--- config.mk ---
export PLATFORM = sky130hd
export DESIGN_NAME = record_binary_heap_engine_flat
export DESIGN_NICKNAME = d
export VERILOG_FILES = /design/src/design/rbhe_pkg.sv /design/src/design/rbhe_if.sv /design/src/design/rbhe_ram.sv /design/src/design/rbhe_cfg.sv /design/src/design/rbhe_seq.sv /design/src/design/record_binary_heap_engine.sv /design/src/flat_wrapper.sv
export SDC_FILE = /design/constraint.sdc
export NUM_CORES = 2
export LEC_CHECK = 0
export BUFFER_PORTS_ARGS = -buffer_cell sky130_fd_sc_hd__buf_2
export CAP_MARGIN = 20
export CORE_UTILIZATION = 33
export CTS_CLUSTER_SIZE = 25
export DETAILED_ROUTE_END_ITERATION = 8
export SLEW_MARGIN = 20
export SYNTH_ARGS = -nofsm -noshare
export SYNTH_HDL_FRONTEND = slang
export SYNTH_SLANG_ARGS = --single-unit
export TNS_END_PERCENT = 50
--- constraint.sdc ---
create_clock -name clk -period 11.8 [get_ports clk]
set_input_delay 2.36 -clock clk [delete_from_list [all_inputs] [get_ports clk]]
set_output_delay 2.36 -clock clk [all_outputs]
set_load 0.005 [all_outputs]
--- src/design/rbhe_pkg.sv ---
// Package for the record binary heap engine.
// Holds record types, command and status codes, and store constants.
package rbhe_pkg;

  localparam int DEF_STORE_DEPTH = 64;
  localparam int REC_W = 44;

  typedef enum logic [2:0] {
    CMD_CLEAR  = 3'd0,
    CMD_APPEND = 3'd1,
    CMD_BUILD  = 3'd2,
    CMD_INSERT = 3'd3,
    CMD_REMOVE = 3'd4,
    CMD_READ   = 3'd5,
    CMD_NOP6   = 3'd6,
    CMD_NOP7   = 3'd7
  } cmd_t;

  localparam logic [1:0] ST_OK    = 2'd0;
  localparam logic [1:0] ST_FULL  = 2'd1;
  localparam logic [1:0] ST_EMPTY = 2'd2;
  localparam logic [1:0] ST_RANGE = 2'd3;

  localparam logic [1:0] REG_KEY_SELECT = 2'd0;
  localparam logic [1:0] REG_HEAP_ORDER = 2'd1;

  typedef struct packed {
    logic [15:0] id;
    logic [7:0]  age;
    logic [9:0]  height;
    logic [9:0]  weight;
  } rec_t;

  typedef struct packed {
    logic key_select;
    logic heap_order;
  } cfg_t;

endpackage

--- src/design/rbhe_if.sv ---
// Valid/ready channel interfaces for the heap engine.
// The input interface imports rbhe_pkg.
interface rbhe_in_if import rbhe_pkg::*; (input logic clk);
  logic        valid;
  logic        ready;
  logic [2:0]  command;
  logic [15:0] rec_id;
  logic [7:0]  rec_age;
  logic [9:0]  rec_height;
  logic [9:0]  rec_weight;
  logic [5:0]  read_index;
  modport source (output valid, command, rec_id, rec_age, rec_height, rec_weight,
                  read_index, input ready);
  modport sink (input valid, command, rec_id, rec_age, rec_height, rec_weight,
                read_index, output ready);
endinterface

interface rbhe_out_if (input logic clk);
  logic        valid;
  logic        ready;
  logic [1:0]  status;
  logic [6:0]  entry_count;
  logic [15:0] out_id;
  logic [7:0]  out_age;
  logic [9:0]  out_height;
  logic [9:0]  out_weight;
  modport source (output valid, status, entry_count, out_id, out_age, out_height,
                  out_weight, input ready);
  modport sink (input valid, status, entry_count, out_id, out_age, out_height,
                out_weight, output ready);
endinterface

--- src/design/rbhe_ram.sv ---
// Generic single-port RAM with registered read.
// No dependencies.
module rbhe_ram #(
  parameter int WIDTH = 44,
  parameter int DEPTH = 64
) (
  input  logic                     clk,
  input  logic                     we,
  input  logic [$clog2(DEPTH)-1:0] addr,
  input  logic [WIDTH-1:0]         wdata,
  output logic [WIDTH-1:0]         rdata
);
  logic [WIDTH-1:0] mem [DEPTH];

  always_ff @(posedge clk) begin
    if (we) begin
      mem[addr] <= wdata;
    end
    rdata <= mem[addr];
  end
endmodule

--- src/design/rbhe_cfg.sv ---
// APB-style configuration registers of the heap engine.
// Depends on rbhe_pkg.
module rbhe_cfg import rbhe_pkg::*; (
  input  logic        clk,
  input  logic        rst_n,
  input  logic        psel,
  input  logic        penable,
  input  logic        pwrite,
  input  logic [2:0]  paddr,
  input  logic [31:0] pwdata,
  output logic [31:0] prdata,
  output logic        pready,
  output cfg_t        cfg
);
  cfg_t cfg_r;
  logic wr;

  assign pready = 1'b1;
  assign wr = psel && penable && pwrite;
  assign cfg = cfg_r;

  always_ff @(posedge clk) begin
    if (!rst_n) begin
      cfg_r <= '0;
    end else if (wr) begin
      unique case (paddr[2])
        REG_KEY_SELECT[0]: cfg_r.key_select <= pwdata[0];
        REG_HEAP_ORDER[0]: cfg_r.heap_order <= pwdata[0];
        default: ;
      endcase
    end
  end

  always_comb begin
    prdata = '0;
    unique case (paddr[2])
      REG_KEY_SELECT[0]: prdata[0] = cfg_r.key_select;
      REG_HEAP_ORDER[0]: prdata[0] = cfg_r.heap_order;
      default: ;
    endcase
  end
endmodule

--- src/design/rbhe_seq.sv ---
// Sequencer of the heap engine: decodes commands and runs Floyd builds
// through one shared compare unit over a single-port record RAM. Uses rbhe_pkg.
module rbhe_seq import rbhe_pkg::*; #(
  parameter int STORE_DEPTH = DEF_STORE_DEPTH
) (
  input  logic             clk,
  input  logic             rst_n,
  input  cfg_t             cfg,
  rbhe_in_if.sink          in_ch,
  rbhe_out_if.source       out_ch
);
  localparam int AW = $clog2(STORE_DEPTH);
  localparam int CW = $clog2(STORE_DEPTH + 1);
  localparam int XW = (CW > 6) ? CW : 6;

  typedef enum logic [4:0] {
    S_IDLE, S_APPEND, S_BLD_INIT, S_P_NEXT, S_RD_P, S_WT_P, S_RD_L, S_WT_L,
    S_RD_R, S_WT_R, S_SWAP1, S_SWAP2, S_RM_RD0, S_RM_WT0, S_RM_RDL, S_RM_WTL,
    S_RM_WR0, S_RM_WRL, S_RD_WAIT, S_RD_DONE, S_OUT
  } state_t;

  state_t          state_r;
  logic [CW-1:0]   count_r;
  cmd_t            cmd_r;
  rec_t            inrec_r;
  logic [5:0]      ridx_r;
  logic            phase2_r;
  logic [CW-1:0]   p_r;
  logic [AW-1:0]   cur_r, best_r;
  rec_t            cur_rec_r, best_rec_r, shown_r;
  logic [1:0]      status_r;
  logic            ovalid_r;

  logic            we;
  logic [AW-1:0]   addr;
  rec_t            wdata, rdata;
  logic [CW:0]     lidx, ridx;
  logic [9:0]      kb, kr;
  logic            wins;

  rbhe_ram #(.WIDTH(REC_W), .DEPTH(STORE_DEPTH)) u_ram (
    .clk(clk), .we(we), .addr(addr), .wdata(wdata), .rdata(rdata)
  );

  assign lidx = {cur_r, 1'b1} + (CW + 1)'(0);
  assign ridx = lidx + (CW + 1)'(1);
  assign kb = cfg.key_select ? best_rec_r.weight : {2'b0, best_rec_r.age};
  assign kr = cfg.key_select ? rdata.weight : {2'b0, rdata.age};
  assign wins = cfg.heap_order ? (kr > kb) : (kr < kb);

  always_comb begin
    we = 1'b0;
    addr = cur_r;
    wdata = inrec_r;
    unique case (state_r)
      S_APPEND: begin we = 1'b1; addr = count_r[AW-1:0]; end
      S_RD_P: addr = cur_r;
      S_RD_L: addr = lidx[AW-1:0];
      S_RD_R: addr = ridx[AW-1:0];
      S_SWAP1: begin we = 1'b1; addr = cur_r; wdata = best_rec_r; end
      S_SWAP2: begin we = 1'b1; addr = best_r; wdata = cur_rec_r; end
      S_RM_RD0: addr = '0;
      S_RM_RDL: addr = AW'(count_r - CW'(1));
      S_RM_WR0: begin we = 1'b1; addr = '0; wdata = best_rec_r; end
      S_RM_WRL: begin we = 1'b1; addr = AW'(count_r - CW'(1)); wdata = cur_rec_r; end
      S_RD_WAIT: addr = AW'(ridx_r);
      default: ;
    endcase
  end

  assign in_ch.ready = (state_r == S_IDLE) && !ovalid_r;
  assign out_ch.valid = ovalid_r;
  assign out_ch.status = status_r;
  assign out_ch.entry_count = 7'(count_r);
  assign out_ch.out_id = shown_r.id;
  assign out_ch.out_age = shown_r.age;
  assign out_ch.out_height = shown_r.height;
  assign out_ch.out_weight = shown_r.weight;

  always_ff @(posedge clk) begin
    if (!rst_n) begin
      state_r <= S_IDLE;
      count_r <= '0;
      ovalid_r <= 1'b0;
    end else begin
      if (ovalid_r && out_ch.ready) ovalid_r <= 1'b0;
      unique case (state_r)
        S_IDLE: if (in_ch.valid && in_ch.ready) begin
          cmd_r <= cmd_t'(in_ch.command);
          inrec_r <= '{in_ch.rec_id, in_ch.rec_age, in_ch.rec_height, in_ch.rec_weight};
          ridx_r <= in_ch.read_index;
          status_r <= ST_OK;
          shown_r <= '0;
          phase2_r <= 1'b0;
          unique case (cmd_t'(in_ch.command))
            CMD_CLEAR: begin count_r <= '0; state_r <= S_OUT; end
            CMD_APPEND, CMD_INSERT:
              if (count_r >= CW'(STORE_DEPTH)) begin
                status_r <= ST_FULL; state_r <= S_OUT;
              end else state_r <= S_APPEND;
            CMD_BUILD: state_r <= S_BLD_INIT;
            CMD_REMOVE:
              if (count_r == '0) begin
                status_r <= ST_EMPTY; state_r <= S_OUT;
              end else state_r <= S_BLD_INIT;
            CMD_READ:
              if (count_r == '0) begin
                status_r <= ST_EMPTY; state_r <= S_OUT;
              end else if (XW'(in_ch.read_index) >= XW'(count_r)) begin
                status_r <= ST_RANGE; state_r <= S_OUT;
              end else state_r <= S_RD_WAIT;
            default: state_r <= S_OUT;
          endcase
        end
        S_APPEND: begin
          count_r <= count_r + CW'(1);
          state_r <= (cmd_r == CMD_INSERT) ? S_BLD_INIT : S_OUT;
        end
        S_BLD_INIT: begin
          p_r <= count_r >> 1;
          state_r <= S_P_NEXT;
        end
        S_P_NEXT:
          if (p_r == '0) begin
            if (cmd_r == CMD_REMOVE && !phase2_r) state_r <= S_RM_RD0;
            else state_r <= S_OUT;
          end else begin
            cur_r <= AW'(p_r - CW'(1));
            p_r <= p_r - CW'(1);
            state_r <= S_RD_P;
          end
        S_RD_P: state_r <= S_WT_P;
        S_WT_P: begin
          cur_rec_r <= rdata; best_rec_r <= rdata; best_r <= cur_r;
          if (lidx < (CW + 1)'(count_r)) state_r <= S_RD_L;
          else state_r <= S_P_NEXT;
        end
        S_RD_L: state_r <= S_WT_L;
        S_WT_L: begin
          if (wins) begin best_rec_r <= rdata; best_r <= lidx[AW-1:0]; end
          if (ridx < (CW + 1)'(count_r)) state_r <= S_RD_R;
          else state_r <= S_SWAP1;
        end
        S_RD_R: state_r <= S_WT_R;
        S_WT_R: begin
          if (wins) begin best_rec_r <= rdata; best_r <= ridx[AW-1:0]; end
          state_r <= S_SWAP1;
        end
        S_SWAP1: state_r <= (best_r == cur_r) ? S_P_NEXT : S_SWAP2;
        S_SWAP2: begin cur_r <= best_r; state_r <= S_RD_P; end
        S_RM_RD0: state_r <= S_RM_WT0;
        S_RM_WT0: begin cur_rec_r <= rdata; state_r <= S_RM_RDL; end
        S_RM_RDL: state_r <= S_RM_WTL;
        S_RM_WTL: begin best_rec_r <= rdata; state_r <= S_RM_WR0; end
        S_RM_WR0: state_r <= S_RM_WRL;
        S_RM_WRL: begin
          shown_r <= cur_rec_r;
          count_r <= count_r - CW'(1);
          phase2_r <= 1'b1;
          state_r <= S_BLD_INIT;
        end
        S_RD_WAIT: state_r <= S_RD_DONE;
        S_RD_DONE: begin shown_r <= rdata; state_r <= S_OUT; end
        S_OUT: begin ovalid_r <= 1'b1; state_r <= S_IDLE; end
        default: state_r <= S_IDLE;
      endcase
    end
  end

  a_cnt: assert property (@(posedge clk) disable iff (!rst_n)
    count_r <= CW'(STORE_DEPTH)) else $error("count above depth");
  a_rdy: assert property (@(posedge clk) disable iff (!rst_n)
    ovalid_r |-> !in_ch.ready) else $error("ready while result pending");
  a_out: assert property (@(posedge clk) disable iff (!rst_n)
    (state_r == S_OUT) |=> ovalid_r) else $error("result not raised");
  a_st: assert property (@(posedge clk) disable iff (!rst_n)
    (ovalid_r && status_r != ST_OK) |-> shown_r == '0) else $error("record on error");
endmodule

--- src/design/record_binary_heap_engine.sv ---
// Channel   | Dir | Handshake            | Word
// in_       | in  | in_valid/in_ready    | command and record fields
// out_      | out | out_valid/out_ready  | status, count, record
// cfg_      | in  | APB psel/penable     | key_select, heap_order
// A build sifts each parent down, last parent first, swapping at each level and
// reading through the single RAM port used for every read and write.
// Remove-top runs a build, swaps root and last record, shrinks, then builds again.
// Reset is synchronous, active low; the store is undefined until written.
// Input is not ready until the result word has been taken.
module record_binary_heap_engine import rbhe_pkg::*; #(
  parameter int STORE_DEPTH = DEF_STORE_DEPTH
) (
  input  logic        clk,
  input  logic        rst_n,
  rbhe_in_if.sink     in_ch,
  rbhe_out_if.source  out_ch,
  input  logic        cfg_psel,
  input  logic        cfg_penable,
  input  logic        cfg_pwrite,
  input  logic [2:0]  cfg_paddr,
  input  logic [31:0] cfg_pwdata,
  output logic [31:0] cfg_prdata,
  output logic        cfg_pready
);
  cfg_t cfg;

  rbhe_cfg u_cfg (
    .clk(clk), .rst_n(rst_n), .psel(cfg_psel), .penable(cfg_penable),
    .pwrite(cfg_pwrite), .paddr(cfg_paddr), .pwdata(cfg_pwdata),
    .prdata(cfg_prdata), .pready(cfg_pready), .cfg(cfg)
  );

  rbhe_seq #(.STORE_DEPTH(STORE_DEPTH)) u_seq (
    .clk(clk), .rst_n(rst_n), .cfg(cfg), .in_ch(in_ch), .out_ch(out_ch)
  );
endmodule
--- src/flat_wrapper.sv ---
// flat-port wrapper written by rule: the top's interface ports become plain ports
module record_binary_heap_engine_flat import rbhe_pkg::*;
#(
  parameter int STORE_DEPTH = DEF_STORE_DEPTH
)
  (clk, rst_n, cfg_psel, cfg_penable, cfg_pwrite, cfg_paddr, cfg_pwdata, cfg_prdata, cfg_pready, in_ch_valid, in_ch_command, in_ch_rec_id, in_ch_rec_age, in_ch_rec_height, in_ch_rec_weight, in_ch_read_index, in_ch_ready, out_ch_valid, out_ch_status, out_ch_entry_count, out_ch_out_id, out_ch_out_age, out_ch_out_height, out_ch_out_weight, out_ch_ready);
  rbhe_in_if in_ch_i (.clk(clk));
  rbhe_out_if out_ch_i (.clk(clk));
  input  logic clk;
  input  logic rst_n;
  input  logic cfg_psel;
  input  logic cfg_penable;
  input  logic cfg_pwrite;
  input  logic [2:0] cfg_paddr;
  input  logic [31:0] cfg_pwdata;
  output logic [31:0] cfg_prdata;
  output logic cfg_pready;
  input wire logic [$bits(in_ch_i.valid)-1:0] in_ch_valid;
  input wire logic [$bits(in_ch_i.command)-1:0] in_ch_command;
  input wire logic [$bits(in_ch_i.rec_id)-1:0] in_ch_rec_id;
  input wire logic [$bits(in_ch_i.rec_age)-1:0] in_ch_rec_age;
  input wire logic [$bits(in_ch_i.rec_height)-1:0] in_ch_rec_height;
  input wire logic [$bits(in_ch_i.rec_weight)-1:0] in_ch_rec_weight;
  input wire logic [$bits(in_ch_i.read_index)-1:0] in_ch_read_index;
  output wire logic [$bits(in_ch_i.ready)-1:0] in_ch_ready;
  output wire logic [$bits(out_ch_i.valid)-1:0] out_ch_valid;
  output wire logic [$bits(out_ch_i.status)-1:0] out_ch_status;
  output wire logic [$bits(out_ch_i.entry_count)-1:0] out_ch_entry_count;
  output wire logic [$bits(out_ch_i.out_id)-1:0] out_ch_out_id;
  output wire logic [$bits(out_ch_i.out_age)-1:0] out_ch_out_age;
  output wire logic [$bits(out_ch_i.out_height)-1:0] out_ch_out_height;
  output wire logic [$bits(out_ch_i.out_weight)-1:0] out_ch_out_weight;
  input wire logic [$bits(out_ch_i.ready)-1:0] out_ch_ready;
  assign in_ch_i.valid = in_ch_valid;
  assign in_ch_i.command = in_ch_command;
  assign in_ch_i.rec_id = in_ch_rec_id;
  assign in_ch_i.rec_age = in_ch_rec_age;
  assign in_ch_i.rec_height = in_ch_rec_height;
  assign in_ch_i.rec_weight = in_ch_rec_weight;
  assign in_ch_i.read_index = in_ch_read_index;
  assign in_ch_ready = in_ch_i.ready;
  assign out_ch_valid = out_ch_i.valid;
  assign out_ch_status = out_ch_i.status;
  assign out_ch_entry_count = out_ch_i.entry_count;
  assign out_ch_out_id = out_ch_i.out_id;
  assign out_ch_out_age = out_ch_i.out_age;
  assign out_ch_out_height = out_ch_i.out_height;
  assign out_ch_out_weight = out_ch_i.out_weight;
  assign out_ch_i.ready = out_ch_ready;
  record_binary_heap_engine #(.STORE_DEPTH(STORE_DEPTH)) u_core (.clk(clk), .rst_n(rst_n), .in_ch(in_ch_i), .out_ch(out_ch_i), .cfg_psel(cfg_psel), .cfg_penable(cfg_penable), .cfg_pwrite(cfg_pwrite), .cfg_paddr(cfg_paddr), .cfg_pwdata(cfg_pwdata), .cfg_prdata(cfg_prdata), .cfg_pready(cfg_pready));
endmodule
Yosys cells after proc, flatten, opt, wreduce, memory -nomap -nowiden
Memories as Yosys holds them, arrays and structs flattened. A register that Yosys moved wholly into a read port is not among the register bits.
Index checks and enable logic that the tools add are counted.
{"block": "word_totals", "register_bits": 222, "latch_bits": 0, "ramBits": 2816, "romBits": 0, "in_bits": 95, "elab_cells": 159, "n_memories": 1}
{"memory": "u_core.u_seq.u_ram.mem", "depth": 64, "width": 44, "read_ports": 1, "rd_clocked_by_memory_dff": 1, "wr": 1, "line_no": "rbhe_ram.sv:13", "rtl": "logic [WIDTH-1:0] mem [DEPTH];"}
{"block": "op_classes", "n_addsub": 4, "n_mul": 0, "n_div": 0, "magnitude_cmp": 6, "n_eq_ne": 34, "shift": 0, "muxes": 45, "n_bitwise": 1, "reduce_logical": 40}
{"cell": "$pmux W44 S2", "count": 2}
{"cell": "$pmux W44 S3", "count": 1}
{"cell": "$pmux W5 S20", "count": 1}
{"cell": "$mux W44", "count": 2}
{"cell": "$pmux W6 S7", "count": 1}
{"cell": "$eq A5 B4 Y1 const B", "count": 8}
{"cell": "$mux W5", "count": 6}
{"cell": "$eq A5 B5 Y1 const B", "count": 5}
{"cell": "$mux W7", "count": 3}
{"cell": "$pmux W7 S3", "count": 1}
{"cell": "$reduce_and A3 Y1", "count": 7}
{"cell": "$eq A5 B3 Y1 const B", "count": 4}
{"cell": "$mux W10", "count": 2}
{"cell": "$pmux W5 S4", "count": 1}
{"cell": "$mux W6", "count": 3}
{"cell": "$pmux W6 S3", "count": 1}
{"cell": "$reduce_or A2 Y1", "count": 8}
{"cell": "$logic_not A7 Y1", "count": 2}
{"cell": "$pmux W7 S2", "count": 1}
{"cell": "$sub A7 B1 Y7 const B", "count": 2}
{"cell": "$pmux W6 S2", "count": 1}
{"cell": "$eq A5 B2 Y1 const B", "count": 2}
{"cell": "$gt A10 B10 Y1", "count": 1}
{"cell": "$lt A10 B10 Y1", "count": 1}
{"cell": "29 further kinds", "count": 64}

Longest topological paths before layout
{"block": "logic_depth", "word_depth": 6, "mapped_depth": 16, "mapped_depth_nobuf": 11}

Cells and area by module
Synthesis repeated with hierarchy kept, for this count alone.
{"block": "unflattened", "cells_unflattened": 7359, "hier_area_um2": 122550.0}
{"module": "rbhe_ram", "n_inst": 1, "cells_per_inst": 6522, "area_per_inst_um2": 111822.2, "seq_area_each_um2": 85441.9}
{"module": "rbhe_seq", "n_inst": 1, "cells_per_inst": 793, "area_per_inst_um2": 10382.5, "seq_area_each_um2": 6476.2}
{"module": "rbhe_cfg", "n_inst": 1, "cells_per_inst": 44, "area_per_inst_um2": 345.3, "seq_area_each_um2": 40.0}

Worst setup path before layout
No wires, ideal clock.
{"block": "synth_path", "path_kind": "input to register", "start": "in rst_n", "end": "reg u_core.u_seq.best_rec_r[0] in the netlist's numbering (enable)", "setup_time_ps": 460, "t_arrival_ps": 4635, "required_time_ps": 11340, "setup_slack_ps": 6705, "path_stages": 2, "n_path_buf": 0, "path_cell_list": "o211ai_1 > a21oi_1"}
{"block": "synth_between", "elab_chain_len": 1}
{"element": "start: declaration", "line_no": "flat_wrapper.sv:10", "rtl": "input logic rst_n;"}
{"element": "$reduce_and A3 Y1 (no line)"}
{"element": "end signal: assignment", "line_no": "rbhe_seq.sv:134", "rtl": "cur_rec_r <= rdata; best_rec_r <= rdata; best_r <= cur_r;"}
{"element": "end signal: assignment", "line_no": "rbhe_seq.sv:140", "rtl": "if (wins) begin best_rec_r <= rdata; best_r <= lidx[AW-1:0]; end"}
{"element": "end signal: assignment", "line_no": "rbhe_seq.sv:146", "rtl": "if (wins) begin best_rec_r <= rdata; best_r <= ridx[AW-1:0]; end"}
{"element": "end: declaration", "line_no": "rbhe_seq.sv:30", "rtl": "rec_t cur_rec_r, best_rec_r, shown_r;"}
Every way passes these cells.
A chain may end at the register's enable or synchronous reset.

Worst setup path in the final report
{"block": "layout_path", "start": "reg u_core.u_seq.state_r[2]", "end": "reg u_core.u_seq.u_ram.rdata[27], read port of u_core.u_seq.u_ram.mem"}
{"block": "layout_between", "elab_chain_len": 3, "word_cells_on_any_way": 12}
{"element": "start: declaration", "line_no": "rbhe_seq.sv:22", "rtl": "state_t state_r;"}
{"element": "start signal: assignment", "line_no": "rbhe_seq.sv:117", "rtl": "state_r <= (cmd_r == CMD_INSERT) ? S_BLD_INIT : S_OUT;"}
{"element": "$eq A5 B5 Y1 / $eq A5 B4 Y1 (equally long branches)", "line_no": "rbhe_seq.sv:55", "rtl": "unique case (state_r)"}
{"element": "$reduce_or A2 Y1 (no line)"}
{"element": "$pmux W6 S7 *", "line_no": "rbhe_seq.sv:55"}
{"element": "end: declaration", "line_no": "rbhe_ram.sv:11", "rtl": "output logic [WIDTH-1:0] rdata"}
Every way passes the cells marked *; elsewhere a longest branch is shown, timed or not.

==> metrics <==
Pre-antenna DRT Iters 8; Syn. warnings 0; post-CTS sizing 0; synth-to-layout area growth 13.9%; first-pass GRT wire length 517 mm; Initial Util 33.2%; Synth cell types 82; H-tree lvl count 5; status complete, no violations; Max transition margin 20.3%; peak supply drop 0.363 mV; All-Layer GR Usage 19.0%; Residual DRC 0; top cells by area, synth edfxtp_1 (75%), nand3_1 (7.4%), nand2_1 (6.9%); largest net degree at the start of global routing 192; crit path cell chain or3_1, a2bb2oi_1, o2111ai_1, a21o_4, buf_4, buf_4, buf_4, nand3_1, a32oi_1, nand4_1, or3_1; setup bufs post-CTS 0; Yosys reg bits 3082; TritonCTS clock tree done; Area after DPL 128000 sq um; Worst Setup Start Kind flip-flop; Static Leak 45.8 nW; asr flop ratio synth 0%; final WL 365 mm; clk_lat worst skew 0.97 ns; initial antenna violation count 21; RSZ-0062 raised after global routing false; Max Freq 151 MHz; synthesized area per cell 13.5 sq um; num ports 183; vias per cell 5.48; pwr dens about 280 nW/um^2; critical path arrival 7.44 ns; setup_tns 0 ns; design area 138000 sq um; Reg clk slew, reported paths 0.06 ns; reg2reg setup slack 5.17 ns; area fraction of the dominant cell type after synthesis 74.7%; Slowest-stage cell, CP buf_4; Die Width 609 microns; worst-margin pin slew 1.19 ns; largest area contributor in the netlist edfxtp_1; total CTS buffers 330; initial DRC count between 10000 and 15000; hold crit path type flip-flop to flip-flop; final worst path period share 56.2%; I/O Buffers around 120; worst path buffer plus inverter count 3; dpl hpwl 192 mm; Post-Synthesis Cells 8977; drt wl/cell 25.8 microns; Hold-fix buffers, CTS 0; critical path's top delay family buffers and inverters; num rows 222; critical path class flip-flop to flip-flop; clk sink count approximately 3100; Die Area 371000 sq um; Post-synth EDFFs 3023; Placer Congestion approximately 0.84; final slew viol count 0; slowest stage delay, CP between 0.7 and 0.8 ns; final cell count without fillers 14100; Worst Clk Skew 0.0657 ns; most frequent CP cell buf_4; Final Hold Viols 0; Layout Nets between 9000 and 10000; Post-DRT Antenna Nets 0; synthesized area around 120000 sq um; GRT overflow 0; clock buffer depth 4; Max Cap Viol 0; die height ~610 microns; CP required 12.62 ns; CP Max Fanout 80; Final setup viols 0; sequential area share after synthesis 75.7%; Root Driver clkbuf_16; cell count after placement between 10000 and 15000; layout cells sized above 1 9.80%; top_reg_cell synth edfxtp_1; post-layout min period ~6.6 ns; vias in the first global route 72800; core area 366000 sq um; Via Count ~78000; crit path capture type flip-flop
-- cell usage after synthesis (all sizes together) (50+ instances only) --
cell       n
o211ai   181
buf      283
mux2i    189
edfxtp  3023
or3       50
nand3   1792
clkbuf   348
dfxtp     59
nand4    134
nor2     112
nand2   2246
a32oi    176
-- per-stage QoR --
step	setup slack (ns)	total power [W]	util [%]	hold slack, ns
final	5.17	0.0388	37.8	0.461
after global routing	4.91	0.0404	37.8	0.490
after floorplan	6.70	0.0236	-	0.426
after global placement	5.35	0.0287	34.9	0.446
after CTS	5.26	0.0388	37.7	0.466
after detailed placement	5.29	0.0290	34.9	0.454
-- logic make-up (layout without fill, tap and decap cells) --
kind of cell    Yosys count  in the layout  synth area share [%]
simple gates           4424           4424                  16.2
compound gates          573            573                  3.70
fa+ha+maj                32             32                 0.329
flops                  3082           3082                  75.7
buf+inv                 648            913                  2.33
xor+xnor                 18             18                 0.130
other cells               2             90               0.00618
mux                     198            198                  1.64
-- power by group --
part | total [W] | leakage (nW) | internal (W) | switching (W)
sequential | 0.0146 | 27.8 | 0.0143 | 0.000302
combinational | 0.0143 | 13.0 | 0.00337 | 0.0109
clock | 0.00992 | 4.99 | 0.00579 | 0.00413
total | 0.0388 | 45.8 | 0.0235 | 0.0154
-- cell type report --
class                   instances  area [sq um]
fillers                     33900        228000
repair buffers                315          2390
inverters                      17          63.8
clock inverters               144          1280
well taps                    4816          6030
flip-flops and latches       3082         92000
multi-input cells            5277         27700
clock buffers                 437          8910
diodes                         58           145
-- final timing paths --
| kind | to | cells after the start | start |
|---|---|---|---|
| hold reg to reg | u_core.u_seq.cur_rec_r[18] | 0 | u_core.u_seq.u_ram.rdata[18] |
| hold / removal | u_core.u_seq.cur_rec_r[18] | 0 | u_core.u_seq.u_ram.rdata[18] |
| setup / recovery | u_core.u_seq.u_ram.rdata[27] | 11 | u_core.u_seq.state_r[2] |
| setup reg to reg | u_core.u_seq.u_ram.rdata[27] | 11 | u_core.u_seq.state_r[2] |
-- state kept, by name, summed over array words and instances (netlist names) --
name and count:
u_core.u_seq.u_ram.mem 2816, u_core.u_seq.best_rec_r 44, u_core.u_seq.cur_rec_r 44, u_core.u_seq.inrec_r 44, u_core.u_seq.u_ram.rdata 44, u_core.u_seq.out_ch.out_id 16, u_core.u_seq.out_ch.out_height 10, u_core.u_seq.out_ch.out_weight 10
u_core.u_seq.out_ch.out_age 8, u_core.u_seq.out_ch.entry_count 7, u_core.u_seq.p_r 7, u_core.u_seq.best_r 6, u_core.u_seq.cur_r 6, u_core.u_seq.ridx_r 6, u_core.u_seq.state_r 5, u_core.u_seq.cmd_r 3
u_core.u_cfg.cfg 2, u_core.u_seq.out_ch.status 2, u_core.u_seq.out_ch.valid 1, u_core.u_seq.phase2_r 1
-- routing by layer --
| layer | routed length (microns) | track usage, % |
|---|---|---|
| met1 | 144000 | 25.5 |
| met2 | 172000 | 30.5 |
| met3 | 32100 | 2.87 |
| met4 | 16800 | 8.51 |
| met5 | 16 | 0 |
-- layout by cell type (no fill, tap or decap), types with 20 or more instances in the layout --
cell type	n
clkinv_1	58
a22oi_1	48
mux2i_1	189
o21ai_0	24
clkbuf_1	89
a22o_1	44
nand2_4	20
nand2_1	2204
a32oi_1	176
nand4_1	134
dfxtp_1	59
nand2_2	22
clkbuf_16	336
o211ai_1	179
nor2_1	36
a21oi_1	30
bufinv_16	23
conb_1	32
clkinv_2	48
buf_2	117
nor2_4	75
edfxtp_1	3023
diode_2	58
buf_4	175
ha_1	32
nand3_1	1791
or3_1	50
Note: power is estimated with default switching activity, not from simulation.
